### src/hdl/rmq_pkg.sv
// Package: widths, shared types and constants for the matrix-to-quaternion block.
`timescale 1ns / 1ps
`default_nettype none
package rmq_pkg;
	localparam int DATA_WIDTH_DEF = 16;
	localparam int FRAC_BITS_DEF  = 14;

	// axis selection codes
	typedef enum logic [1:0] {
		AXIS_X = 2'd0,
		AXIS_Y = 2'd1,
		AXIS_Z = 2'd2,
		AXIS_W = 2'd3
	} axis_t;
endpackage
`default_nettype wire

### src/hdl/rmq_sqrt_cell.sv
// One cell of the pipelined square root: settles one root bit per cycle.
`timescale 1ns / 1ps
`default_nettype none
module rmq_sqrt_cell import rmq_pkg::*; #(
	parameter int RW   = 40,
	parameter int SW   = 20,
	parameter int STEP = 0
) (
	input  wire logic          clk,
	input  wire logic          arst_n,
	input  wire logic          vin,
	input  wire logic [RW-1:0] rad_in,
	input  wire logic [RW-1:0] rem_in,
	input  wire logic [SW-1:0] root_in,
	output logic               vout,
	output logic [RW-1:0]      rad_q,
	output logic [RW-1:0]      rem_q,
	output logic [SW-1:0]      root_q
);
	localparam int BITPOS = SW - 1 - STEP;
	logic [RW+1:0] rem2;
	logic [RW+1:0] trial;
	logic          fits;

	// shift in two radicand bits, try root*4+1
	always_comb begin
		rem2  = {rem_in, rad_in[2*BITPOS+1 -: 2]};
		trial = {{(RW+2-SW-2){1'b0}}, root_in, 2'b01};
		fits  = rem2 >= trial;
	end

	always_ff @(posedge clk or negedge arst_n) begin
		if (!arst_n) begin
			vout <= 1'b0;
		end else begin
			vout <= vin;
		end
	end

	always_ff @(posedge clk) begin
		rad_q  <= rad_in;
		rem_q  <= fits ? RW'(rem2 - trial) : RW'(rem2);
		root_q <= {root_in[SW-2:0], fits};
	end
endmodule
`default_nettype wire

### config.mk
export PLATFORM = sky130hd
export DESIGN_NAME = rmq_sqrt_cell
export DESIGN_NICKNAME = d
export VERILOG_FILES = /design/src/hdl/rmq_pkg.sv /design/src/hdl/rmq_sqrt_cell.sv
export SDC_FILE = /design/constraint.sdc
export NUM_CORES = 1
export LEC_CHECK = 0
export BUFFER_PORTS_ARGS = -buffer_cell sky130_fd_sc_hd__buf_2
export CAP_MARGIN = 15
export CORE_ASPECT_RATIO = 0.8
export CORE_MARGIN = 3
export CORE_UTILIZATION = 40
export DETAILED_ROUTE_END_ITERATION = 6
export HOLD_SLACK_MARGIN = 0.15
export PLACE_DENSITY = 0.84
export SKIP_CTS_REPAIR_TIMING = 1
export SLEW_MARGIN = 20
export SYNTH_ARGS = -nofsm -noshare
export SYNTH_HDL_FRONTEND = slang
export SYNTH_SLANG_ARGS = --single-unit
### constraint.sdc
create_clock -name clk -period 0.8 [get_ports clk]
set_clock_uncertainty 0.2 [all_clocks]
set_input_delay 0.04 -clock clk [delete_from_list [all_inputs] [get_ports clk]]
set_output_delay 0.04 -clock clk [all_outputs]
set_load 0.02 [all_outputs]
Word level (Yosys, flattened, before mapping)
Index checks and enable logic that the tools add are counted.
{"block": "word_totals", "reg_bits": 101, "in_bits": 103, "out_inout_bits": 101}
{"block": "op_classes", "n_addsub": 1, "magnitude_cmp": 1, "mux": 1}
{"cell": "$ge A42 B22 Y1", "n": 1}
{"cell": "$mux W40", "n": 1}
{"cell": "$sub A40 B22 Y40", "n": 1}

Depth between registers and ports, before layout
{"block": "depth", "word_depth": 2, "ltp_mapped": 12, "ltp_nobuf": 10}

Least setup slack after synthesis
OpenSTA, ideal clock, no wires.
{"block": "synth_timing", "path_type": "in2reg", "start": "input port root_in[1]", "end": "register rem_q[33]", "setup_time_ps": 134, "arrival_time_ps": 2369, "path_slack_ps": -1903, "path_stages": 11, "n_path_buf": 1, "cell_sequence": "inv_1 -> ha_1 -> a21o_1 -> a221oi_1 -> o32a_1 -> a31o_2 -> o31ai_1 -> or4_1 -> clkbuf_1 -> nor4_1 -> xor2_1"}
{"block": "synth_between", "elab_chain_len": 2}
{"element": "start, declared", "line": "rmq_sqrt_cell.sv:14", "rtl": "input wire logic [SW-1:0] root_in,"}
{"element": "$sub A40 B22 Y40 / $ge A42 B22 Y1 (equally long branches)", "line": "rmq_sqrt_cell.sv:42, rmq_sqrt_cell.sv:29"}
{"element": "$mux W40 (*)", "line": "rmq_sqrt_cell.sv:42", "rtl": "rem_q <= fits ? RW'(rem2 - trial) : RW'(rem2);"}
{"element": "end signal, assigned", "line": "rmq_sqrt_cell.sv:42"}
{"element": "end, declared", "line": "rmq_sqrt_cell.sv:17", "rtl": "output logic [RW-1:0] rem_q,"}
Every way passes the cells marked *; elsewhere a longest branch is shown, timed or not.

Final worst setup path
{"block": "layout_timing", "start": "input port rem_in[24]", "end": "register rem_q[37]"}
{"block": "layout_between", "elab_chain_len": 2}
{"element": "start, declared", "line": "rmq_sqrt_cell.sv:13", "rtl": "input wire logic [RW-1:0] rem_in,"}
{"element": "$sub A40 B22 Y40 / $ge A42 B22 Y1 (equally long branches)", "line": "rmq_sqrt_cell.sv:42, rmq_sqrt_cell.sv:29"}
{"element": "$mux W40 (*)", "line": "rmq_sqrt_cell.sv:42"}
Marks and branches as above.

==> results.yml <==
clock_network:
  cts_tree: "yes"
  cts.sinks: 101
  path_clk_slew_ps: 80
  clk_path_buf_depth: 2
  root_buffer: "clkbuf_16"
  cts_made_buffers: 9
  htreeDepth: 3
floorplanning:
  ios: 204
  die_x_um: 116
  die_area_um2: 10800
  core_um2: 9190
  rows: 31
  initial_core_util_pct: 41.8
  die_h_um: 93.7
worst_setup_path:
  criticalPathCategory: "primary input to flop"
  worst_setup_path_end_kind: "flop"
  cp_data_arrival_time_ps: 2520
  crit_slowest_cell: "or4_4"
  crit_family: "simple AND/OR/NAND/NOR gates"
  path_max_fanout: 2
  slowest_delay_ps: 530
  cpMostUsedCell: "or3_4"
  critPathBufInv: 1
  crit_chain: "buf_6 -> or4_4 -> or3_4 -> or3_4 -> or3_4 -> or3_4 -> nor4_4 -> o21ai_1 -> xnor2_1"
  cp-startpoint: "rem_in[24]"
  worst_setup_path_start_kind: "primary input"
  required_ps: 830
timing:
  setup_violations: 142
  slew_headroom_pct: 66.7
  tns_ps: -81120
  rsz0062_at_grt: "yes"
  worst-slew-pin-transition_ps: 494
  hold_viol_final: 50
  fmax_mhz: 403
  fin_crit_sh_pct: 310
  drv_slew: 0
  fin_ws_ps: -1680
  whs_ps: -407
  finalCriticalPeriod_ps: 2480
route:
  num_vias: 4930
  drtIter0Drc: 271
  top_layer_used: "met5"
  drt_first_pass_iters: 5
  detail-route-antenna-nets: 0
  drt-total-wl_mm: 21.2
  drc: 0
  met1Wirelength_mm: 7.44
  routedWlPerCell_um: 23.9
  wl_met3_mm: 1.99
  routed_via_density: 5.57
  wl_met2_mm: 10.1
run:
  cap_violations: 0
synth:
  post_synth.cell_area_avg_um2: 9.91
  synth_nets: 513
  synth_edf_count: 0
  synth_cell_types: 50
  ys_top_cells_by_area: "dfxtp_1, ha_1, xor2_1"
  synth_most_common_cell: "dfxtp_1"
  yosys.area.top_type: "dfxtp_1"
  ys_ff_latch: 101
  ys_dominant_reg_cell: "dfxtp_1"
  yosys-top-cells-count: "dfxtp_1, nand2_1, inv_1, o21ai_0, a21oi_1"
  synth_area_um2: 3850
  ys.warnings.count: 0
  synthArstFlopShare_pct: 0.990
  yosysSeqAreaShare_pct: 52.7
  synth_cells: 388
  synth_top_area_share_pct: 52.0
min_path:
  hp-class: "primary input to flop"
  min-delay-start: "root_in[2]"
power_and_ir_drop:
  p_switching_mw: 4.96
  p_seq_share_pct: 38.0
  ir_drop_v: 0.00170
  clockPowerShare_pct: 28.6
  p_comb_share_pct: 33.4
  switching_share_pct: 32.2
  power_leakage_nw: 3.79
  p_per_area_nw_per_um2: 1830
  p_int_mw: 10.4
global_routing:
  grt-ovfl-total: 0
  antenna_found_initial: 1
  grt.total_usage_pct: 21.0
  first_global_vias: 3976
  grt_first_pass_wirelength_mm: 18.0
  grt_max_degree: 21
finish:
  postLayoutCoreUtil_pct: 91.8
  areaGrowthSynthToFinish_pct: 119
  layout-drive-gt1-share_pct: 72.2
  nets: 889
  nFillCells: 302
place:
  port_buffers: 203
  dp_hpwl_mm: 9.41
  gp_congestion: 0.902
run_status:
  status: "finished, violations left"
  violations: "negative hold slack, negative setup slack"
-- power groups by stage --
stage / Sequential [mW] / Clock [mW] / Combinational (mW)
6_report: 5.85 / 4.41 / 5.14
5_1_grt: 5.87 / 4.66 / 5.34
4_1_cts: 5.60 / 4.32 / 3.47
2_1_floorplan: 6.33 / 0 / 1.25
3_3_place_gp: 5.71 / 0 / 3.37
3_5_place_dp: 5.71 / 0 / 3.44
-- metal layers --
| metal | global-route usage [%] | up-vias |
|---|---|---|
| met2 | 39.1 | 350 |
| met5 | 0 | - |
| met1 | 22.5 | 2347 |
| met4 | 7.83 | 2 |
| met3 | 5.73 | 145 |
| li1 | - | 2086 |
-- final cells by class --
class	count	area (um^2)	area share, %
tap	115	144	1.71
sequential	101	2150	25.5
timing repair buffer	374	3320	39.3
clock inverter	7	70.1	0.831
inverter	27	109	1.29
antenna	1	2.50	0.0297
clock buffer	9	225	2.67
multi-input combinational	251	2420	28.6
-- cells by family after synthesis --
logic type | count (synthesis) | share of synthesized area [%]
AOI/OAI and AO/OA | 88 | 14.2
xor gates and xnor gates | 36 | 8.20
adders and majority gates | 22 | 7.16
buffers and inverters | 36 | 3.61
DFF | 101 | 52.7
muxes | 1 | 0.293
and+or+nand+nor | 104 | 13.9
-- worst paths after layout --
path	to	cells after the start
min in group asynchronous	vout	2
max in group asynchronous	vout	2
hold / removal	root_q[3]	1
setup / recovery	rem_q[37]	9
-- cell usage in the layout (no fill, tap or decap), types with 3 or more instances in the layout --
| cell type | synthesis | final |
|---|---|---|
| or4_4 | 1 | 4 |
| inv_1 | 27 | 15 |
| o21ai_0 | 27 | 5 |
| inv_2 | 0 | 9 |
| o21ai_2 | 0 | 11 |
| buf_2 | 3 | 92 |
| nand2_2 | 0 | 16 |
| nor3_1 | 5 | 3 |
| buf_4 | 0 | 99 |
| or3_1 | 5 | 3 |
| nand2b_1 | 5 | 5 |
| nand3_1 | 6 | 3 |
| inv_4 | 0 | 3 |
| o21ai_1 | 1 | 10 |
| a21oi_2 | 0 | 7 |
| a21oi_1 | 23 | 13 |
| buf_6 | 0 | 118 |
| ha_4 | 0 | 17 |
| nor4_4 | 1 | 3 |
| nor2_2 | 0 | 4 |
| ha_1 | 22 | 5 |
| xor2_1 | 19 | 19 |
| nand2_1 | 41 | 23 |
| dfxtp_2 | 0 | 99 |
| buf_12 | 0 | 8 |
| nor2_1 | 19 | 13 |
| or3_4 | 2 | 4 |
| dlygate4sd3_1 | 0 | 52 |
| a21oi_4 | 0 | 3 |
| o21a_1 | 4 | 3 |
| o21bai_1 | 5 | 5 |
| nand4_1 | 3 | 3 |
| clkbuf_16 | 0 | 12 |
| a21o_1 | 5 | 5 |
| a211oi_2 | 0 | 3 |
| xnor2_1 | 17 | 15 |
-- registers in the layout, indices dropped and copies added, names as in the netlist --
name,flops
vout,1
root_q,20
rem_q,40
rad_q,40
-- per-stage QoR --
| stage | cell area, um^2 | setup slack [ps] | instances | total power, mW | hold WS, ps |
|---|---|---|---|---|---|
| after floorplan | 4230 | -1760 | 388 | 7.58 | -456 |
| after global placement | 6040 | -1900 | 793 | 9.08 | -386 |
| after detailed placement | 6040 | -1950 | 793 | 9.16 | -384 |
| after CTS | 6330 | -1590 | 809 | 13.4 | -752 |
| after global routing | 8440 | -1750 | 885 | 15.9 | -420 |
| final | 8440 | -1680 | 885 | 15.4 | -407 |
Power figures use the tool's default switching activity.
