### src/hdl/rmq_pkg.sv
// Package: widths, shared types and constants for the matrix-to-quaternion block.
`timescale 1ns / 1ps
`default_nettype none
package rmq_pkg;
	localparam int DATA_WIDTH_DEF = 16;
	localparam int FRAC_BITS_DEF  = 14;

	// axis selection codes
	typedef enum logic [1:0] {
		AXIS_X = 2'd0,
		AXIS_Y = 2'd1,
		AXIS_Z = 2'd2,
		AXIS_W = 2'd3
	} axis_t;
endpackage
`default_nettype wire

### src/hdl/rmq_div_cell.sv
// One cell of the restoring divider: settles one quotient bit per cycle.
`timescale 1ns / 1ps
`default_nettype none
module rmq_div_cell import rmq_pkg::*; #(
	parameter int NW   = 48,
	parameter int DW   = 22,
	parameter int STEP = 0
) (
	input  wire logic          clk,
	input  wire logic [NW-1:0] num_in,
	input  wire logic [DW-1:0] rem_in,
	input  wire logic [DW-1:0] den_in,
	input  wire logic [NW-1:0] quo_in,
	output logic [NW-1:0]      num_q,
	output logic [DW-1:0]      rem_q,
	output logic [DW-1:0]      den_q,
	output logic [NW-1:0]      quo_q
);
	localparam int BITPOS = NW - 1 - STEP;
	logic [DW:0] rem2;
	logic        fits;

	// bring down one numerator bit and compare
	always_comb begin
		rem2 = {rem_in, num_in[BITPOS]};
		fits = rem2 >= {1'b0, den_in};
	end

	always_ff @(posedge clk) begin
		num_q <= num_in;
		den_q <= den_in;
		rem_q <= fits ? DW'(rem2 - {1'b0, den_in}) : DW'(rem2);
		quo_q <= {quo_in[NW-2:0], fits};
	end
endmodule
`default_nettype wire

### src/hdl/rmq_divider.sv
// Row of divider cells for one component, sign handling and saturation.
`timescale 1ns / 1ps
`default_nettype none
module rmq_divider import rmq_pkg::*; #(
	parameter int DATA_WIDTH = DATA_WIDTH_DEF,
	parameter int FRAC_BITS  = FRAC_BITS_DEF,
	parameter int SW         = 20
) (
	input  wire logic                  clk,
	input  wire logic signed [DATA_WIDTH+1:0] d,
	input  wire logic [SW-1:0]         s,
	output logic signed [DATA_WIDTH-1:0] q
);
	localparam int MW = DATA_WIDTH + 2;
	localparam int NW = MW + FRAC_BITS + 1;
	localparam int DW = SW + 1;
	localparam logic [NW-1:0] LIM = NW'(1) << (DATA_WIDTH - 1);

	logic [NW-1:0] num [NW+1];
	logic [DW-1:0] rem [NW+1];
	logic [DW-1:0] den [NW+1];
	logic [NW-1:0] quo [NW+1];
	logic          neg [NW+1];
	logic [MW-1:0] mag;

	// (|d| << F) + s over 2s rounds half away from zero
	always_comb begin
		mag    = d[MW-1] ? MW'(-d) : MW'(d);
		num[0] = NW'({mag, {FRAC_BITS{1'b0}}}) + NW'(s);
		rem[0] = '0;
		den[0] = {s, 1'b0};
		quo[0] = '0;
		neg[0] = d[MW-1];
	end

	for (genvar g = 0; g < NW; g++) begin : g_cell
		rmq_div_cell #(.NW(NW), .DW(DW), .STEP(g)) u_cell (
			.clk   (clk),
			.num_in(num[g]), .rem_in(rem[g]), .den_in(den[g]), .quo_in(quo[g]),
			.num_q (num[g+1]), .rem_q(rem[g+1]), .den_q(den[g+1]),
			.quo_q (quo[g+1])
		);
		always_ff @(posedge clk) neg[g+1] <= neg[g];
	end

	// saturate to the output range
	always_comb begin
		if (neg[NW]) begin
			q = (quo[NW] >= LIM) ? DATA_WIDTH'(-LIM) : DATA_WIDTH'(-quo[NW]);
		end else begin
			q = (quo[NW] >= LIM) ? DATA_WIDTH'(LIM - 1) : DATA_WIDTH'(quo[NW]);
		end
	end
endmodule
`default_nettype wire

### config.mk
export PLATFORM = sky130hd
export DESIGN_NAME = rmq_divider
export DESIGN_NICKNAME = d
export VERILOG_FILES = /design/src/hdl/rmq_pkg.sv /design/src/hdl/rmq_div_cell.sv /design/src/hdl/rmq_divider.sv
export SDC_FILE = /design/constraint.sdc
export NUM_CORES = 2
export LEC_CHECK = 0
export BUFFER_PORTS_ARGS = -buffer_cell sky130_fd_sc_hd__buf_4
export CAP_MARGIN = 10
export CORE_MARGIN = 2
export CORE_UTILIZATION = 55
export DETAILED_ROUTE_END_ITERATION = 8
export PLACE_DENSITY = 0.83
export SYNTH_ARGS = -nofsm -noshare
export SYNTH_HDL_FRONTEND = slang
export SYNTH_HIERARCHICAL = 1
export SYNTH_SLANG_ARGS = --single-unit
### constraint.sdc
create_clock -name clk -period 2.6 [get_ports clk]
set_input_delay 0.26 -clock clk [delete_from_list [all_inputs] [get_ports clk]]
set_output_delay 0.26 -clock clk [all_outputs]
set_load 0.03 [all_outputs]
# Word level (Yosys, flattened, before mapping)
# Index checks and enable logic that the tools add are counted.
# op_classes
addsub	35
magnitude_cmp	34
muxes	36
# op_table
operator	n
greater-or-equal comparator 22 x 21 -> 1 bit	32
two-way mux 21 bit	31
subtractor 21 bit	31
two-way mux 16 bit	3
adder 32 x 20 -> 33 bit	1
greater-or-equal comparator 33 x 16 -> 1 bit, second input constant	1
greater-or-equal comparator 1 x 21 -> 1 bit	1
subtractor 1 x 21 -> 21 bit	1
two-way mux 18 bit	1
negator 18 bit	1
negator 16 bit	1
two-way mux 1 bit	1
# totals
reg_bits	2434
inputBits	39
output_inout_bits	16
wordCells	268

# Logic depth before layout (Yosys ltp)
# logic_depth
depth_word	5
depth_mapped	14
ltp_nobuf	12

# Modules after synthesis
# Netlist, hierarchy kept.
# modules_own_cells
module	instances	cells_per_inst	area_per_inst_um2
rmq_div_cell (g_cell[15].u_cell ...)	22	335	3603.5
rmq_div_cell (g_cell[0].u_cell ...)	10	335	3836.2
rmq_div_cell (g_cell[14].u_cell)	1	333	3823.7
rmq_divider	1	246	2107.0

# Worst setup path after synthesis
# No wires, ideal clock.
# synth_path
path_kind	input -> register
start	input port d[3]
end	register g_cell[0].u_cell.num_q[30]
setup_ns	0.072
arrival_ns	2.564
setup_slack_ns	-0.036
cell_stages	10
n_path_buf	1
path_cell_list	or4_1 -> buf_2 -> o21ai_0 -> xnor2_1 -> ha_1 -> nand2_1 -> o21ai_0 -> nand3b_1 -> nor4b_1 -> xnor2_1
# synth_rtl
item	line	source
start, declared	rmq_divider.sv:10	input wire logic signed [DATA_WIDTH+1:0] d,
end signal, assigned	rmq_div_cell.sv:30	num_q <= num_in;
end, declared	rmq_div_cell.sv:14	output logic [NW-1:0] num_q,

# Final worst setup path
# layout_path
start	register g_cell[32].u_cell.quo_q[29]
end	output port q[8]
# layout_via
elab_chain_len	3
word_cells_on_any_way	4
cone_classes	order compare: 1; mux: 3
# layout_lines
item	line	source
start, declared	rmq_div_cell.sv:17	output logic [NW-1:0] quo_q
start signal, assigned	rmq_div_cell.sv:33	quo_q <= {quo_in[NW-2:0], fits};
greater-or-equal comparator 33 x 16 -> 1 bit (*)	rmq_divider.sv:49, rmq_divider.sv:51	
two-way mux 16 bit, on equally long branches	rmq_divider.sv:51, rmq_divider.sv:49	
two-way mux 16 bit (*)	rmq_divider.sv:48	if (neg[NW]) begin
end, declared	rmq_divider.sv:12	output logic signed [DATA_WIDTH-1:0] q
# Every way passes the cells marked *; elsewhere a longest branch is shown, timed or not.

==> impl_metrics.yaml <==
sta:
  final-hold-violation-count: 1
  tns_ns: -9.75
  setup_viol: 17
  rsz0062_at_grt: "yes"
  fin_crit_ns: 3.25
  slew_headroom_pct: 50.8
  clock.fmax_mhz: 308
  min_period_over_period_pct: 125
  worst_pin_slew_ns: 0.736
  drv_slew: 0
  hold-worst-slack_ns: -0.00115
  fin_skew_ns: 0.0710
  setup_ws_ns: -0.646
drt:
  wl_per_cell_um: 18.4
  wl_mm: 254
  vias: 76600
  drt_iter0_markers: 6101
  routed_via_density: 5.54
  first_pass_iters: 7
  postRouteAntennaNets: 0
  drc_errors: 0
worst_setup_path:
  slowest_delay_ns: 0.57
  cp_cell_sequence: "or4_4 > or4_4 > buf_12 > buf_16 > nor2_2 > o22ai_2 > buf_6"
  worst_setup_path_start_kind: "register"
  crit_family: "simple AND/OR/NAND/NOR gates"
  crit_buf_inv: 3
  path_common_cell: "or4_4"
  cp-end-kind: "output pin"
  cp.arrival_ns: 2.99
  worst_ep_required_time_ns: 2.34
  critPathKind: "reg -> out"
  slowest_stage: "or4_4"
  worst-path-max-fanout: 7
place:
  port_buffers: 54
  hpwlAfterDp_mm: 192
  gp_congestion: 0.980
  dp_slack_ns: -0.287
  dpl_cell_area_um2: 110000
grt:
  grt_pass1_vias: 74700
  grt_antenna_before_repair: 9
  grt_pass1_wl_mm: 394
  grt-ovfl-total: 0
  grt_start_max_net_pins: 22
  gr-usage-all-layers_pct: 26.2
finish:
  final_area_um2: 122000
  layout-drive-gt1-share_pct: 20.9
  num-fill-cells: 13500
  area_delta_synth_final_pct: 21.8
  nNetsFinal: 12000
clock_network:
  htree_num_levels: 4
  clkSinkCount: 2466
  cts_tree: "built"
  insertion_delay_ns: 0.90
  cts_buffers: 231
  clk_root_buffer_cell: "clkbuf_16"
  clk_pin_slew_ns: 0.06
  clk_path_buf_depth: 3
floorplan:
  io_pins: 55
  std_cell_rows: 156
  die_area_um2: 185000
  core_um2: 181000
  die_w_um: 431
  die_h_um: 431
  start_util_pct: 55.4
power_and_ir_drop:
  power_uw: 179000
  peakVddDrop_v: 0.000743
  power_leakage_uw: 0.0548
  power.density_nw_per_um2: 1470
status:
  status: "finished, violations left"
  failed_checks: "hold timing, setup timing"
min_path:
  hold_class: "in -> reg"
synthesis:
  syn_inst: 10000
  synth_warnings: 6
  netlist_area_um2: 100000
  avgSynthCellArea_um2: 9.98
flow_run:
  drv_cap: 0
sequential cells by signal, summed over array words and instances (netlist names):
register and flops:
g_cell.u_cell/num_q 528, g_cell.u_cell/rem_q 672, neg 33, g_cell.u_cell/den_q 672, g_cell.u_cell/quo_q 561
per-layer routing:
| metal | part of all wire, % | track usage (%) | up-vias | wire (um) |
|---|---|---|---|---|
| met5 | 0.0075 | 0 | - | 19 |
| met4 | 3.1 | 8.67 | 2 | 7760 |
| met3 | 6.0 | 3.89 | 539 | 15300 |
| met2 | 46 | 42.7 | 2500 | 116000 |
| met1 | 45 | 35.7 | 36100 | 115000 |
| li1 | - | - | 37500 | - |
worst reg2reg max path, cell delays in order (launching register included):
cell and delay (ns):
dfxtp_1 0.31, inv_1 0.05, ha_2 0.18, inv_1 0.06, fa_2 0.36, a21oi_2 0.16
o21ai_0 0.13, a21oi_2 0.29, a21oi_4 0.13, o32ai_4 0.31, buf_4 0.20, mux2_2 0.31
what timing repair did:
item / 4_1_cts / 5_1_grt
setup endpoints to repair: 217 / 562
hold buffers: 64 / 0
pin swaps: 38 / 166
gates resized for setup: 121 / 464
cloned: 6 / 8
endpoints found under the hold margin: 53 / 0
setup buffers: 31 / 87
where the power goes:
part / total (uW) / internal, uW / switching (uW) / leakage [uW]
logic: 86500 / 41000 / 45600 / 0.0299
registers: 56800 / 49800 / 6940 / 0.0208
clock network: 35700 / 20700 / 15000 / 0.00401
path summary, 6_finish.rpt:
check / start / to / slack, ns / cells after the start
min: d[1] / g_cell[0].u_cell/num_q[15]$_DFF_P_ / -0.001 / 5
min reg2reg: g_cell[14].u_cell/quo_q[3]$_DFF_P_ / g_cell[15].u_cell/quo_q[4]$_DFF_P_ / 0.29 / 0
max reg2reg: g_cell[27].u_cell/num_q[4]$_DFF_P_ / g_cell[28].u_cell/rem_q[1]$_DFF_P_ / -0.02 / 11
max: g_cell[32].u_cell/quo_q[29]$_DFF_P_ / q[8] / -0.65 / 7
metrics by stage:
step                util [%]  cells
floorplan                  -  10100
global placement        60.7  13200
detailed placement      60.7  13200
CTS                     66.1  13700
global route            67.5  13800
finish                  67.5  13800
cell type report:
type	instances	area, um^2	area share [%]
Tap cell	2370	2970	2.43
Sequential cell	2466	49500	40.6
Clock inverter	137	1970	1.62
Timing Repair inverter	1	8.76	0.00718
Inverter	955	3660	3.00
Clock buffer	291	6360	5.21
Antenna cell	1	2.50	0.00205
Multi-Input combinational cell	6322	47200	38.7
Timing Repair Buffer	1286	10300	8.42
placed cells by master (no fill, tap or decap), types with 38 or more instances in the layout:
| cell type | count |
|---|---|
| and2_1 | 54 |
| a21oi_2 | 76 |
| a21oi_1 | 735 |
| dlygate4sd3_1 | 62 |
| dfxtp_1 | 2402 |
| nor3_1 | 80 |
| xnor2_1 | 325 |
| nor2b_1 | 78 |
| o21bai_1 | 86 |
| mux2_4 | 106 |
| ha_1 | 657 |
| clkbuf_16 | 232 |
| or2_2 | 46 |
| a2111o_1 | 43 |
| inv_1 | 932 |
| dfxtp_2 | 60 |
| o21a_1 | 131 |
| nand2_1 | 874 |
| a21o_1 | 226 |
| and3_1 | 50 |
| nand4_1 | 168 |
| buf_6 | 41 |
| conb_1 | 45 |
| o21ai_0 | 614 |
| clkinv_2 | 38 |
| nor2_1 | 227 |
| xor2_1 | 173 |
| o211ai_1 | 173 |
| o21ai_1 | 110 |
| a31oi_1 | 102 |
| buf_4 | 1155 |
| o31ai_1 | 141 |
| mux2_2 | 75 |
| nand3_1 | 170 |
(Power assumes the default switching activity.)
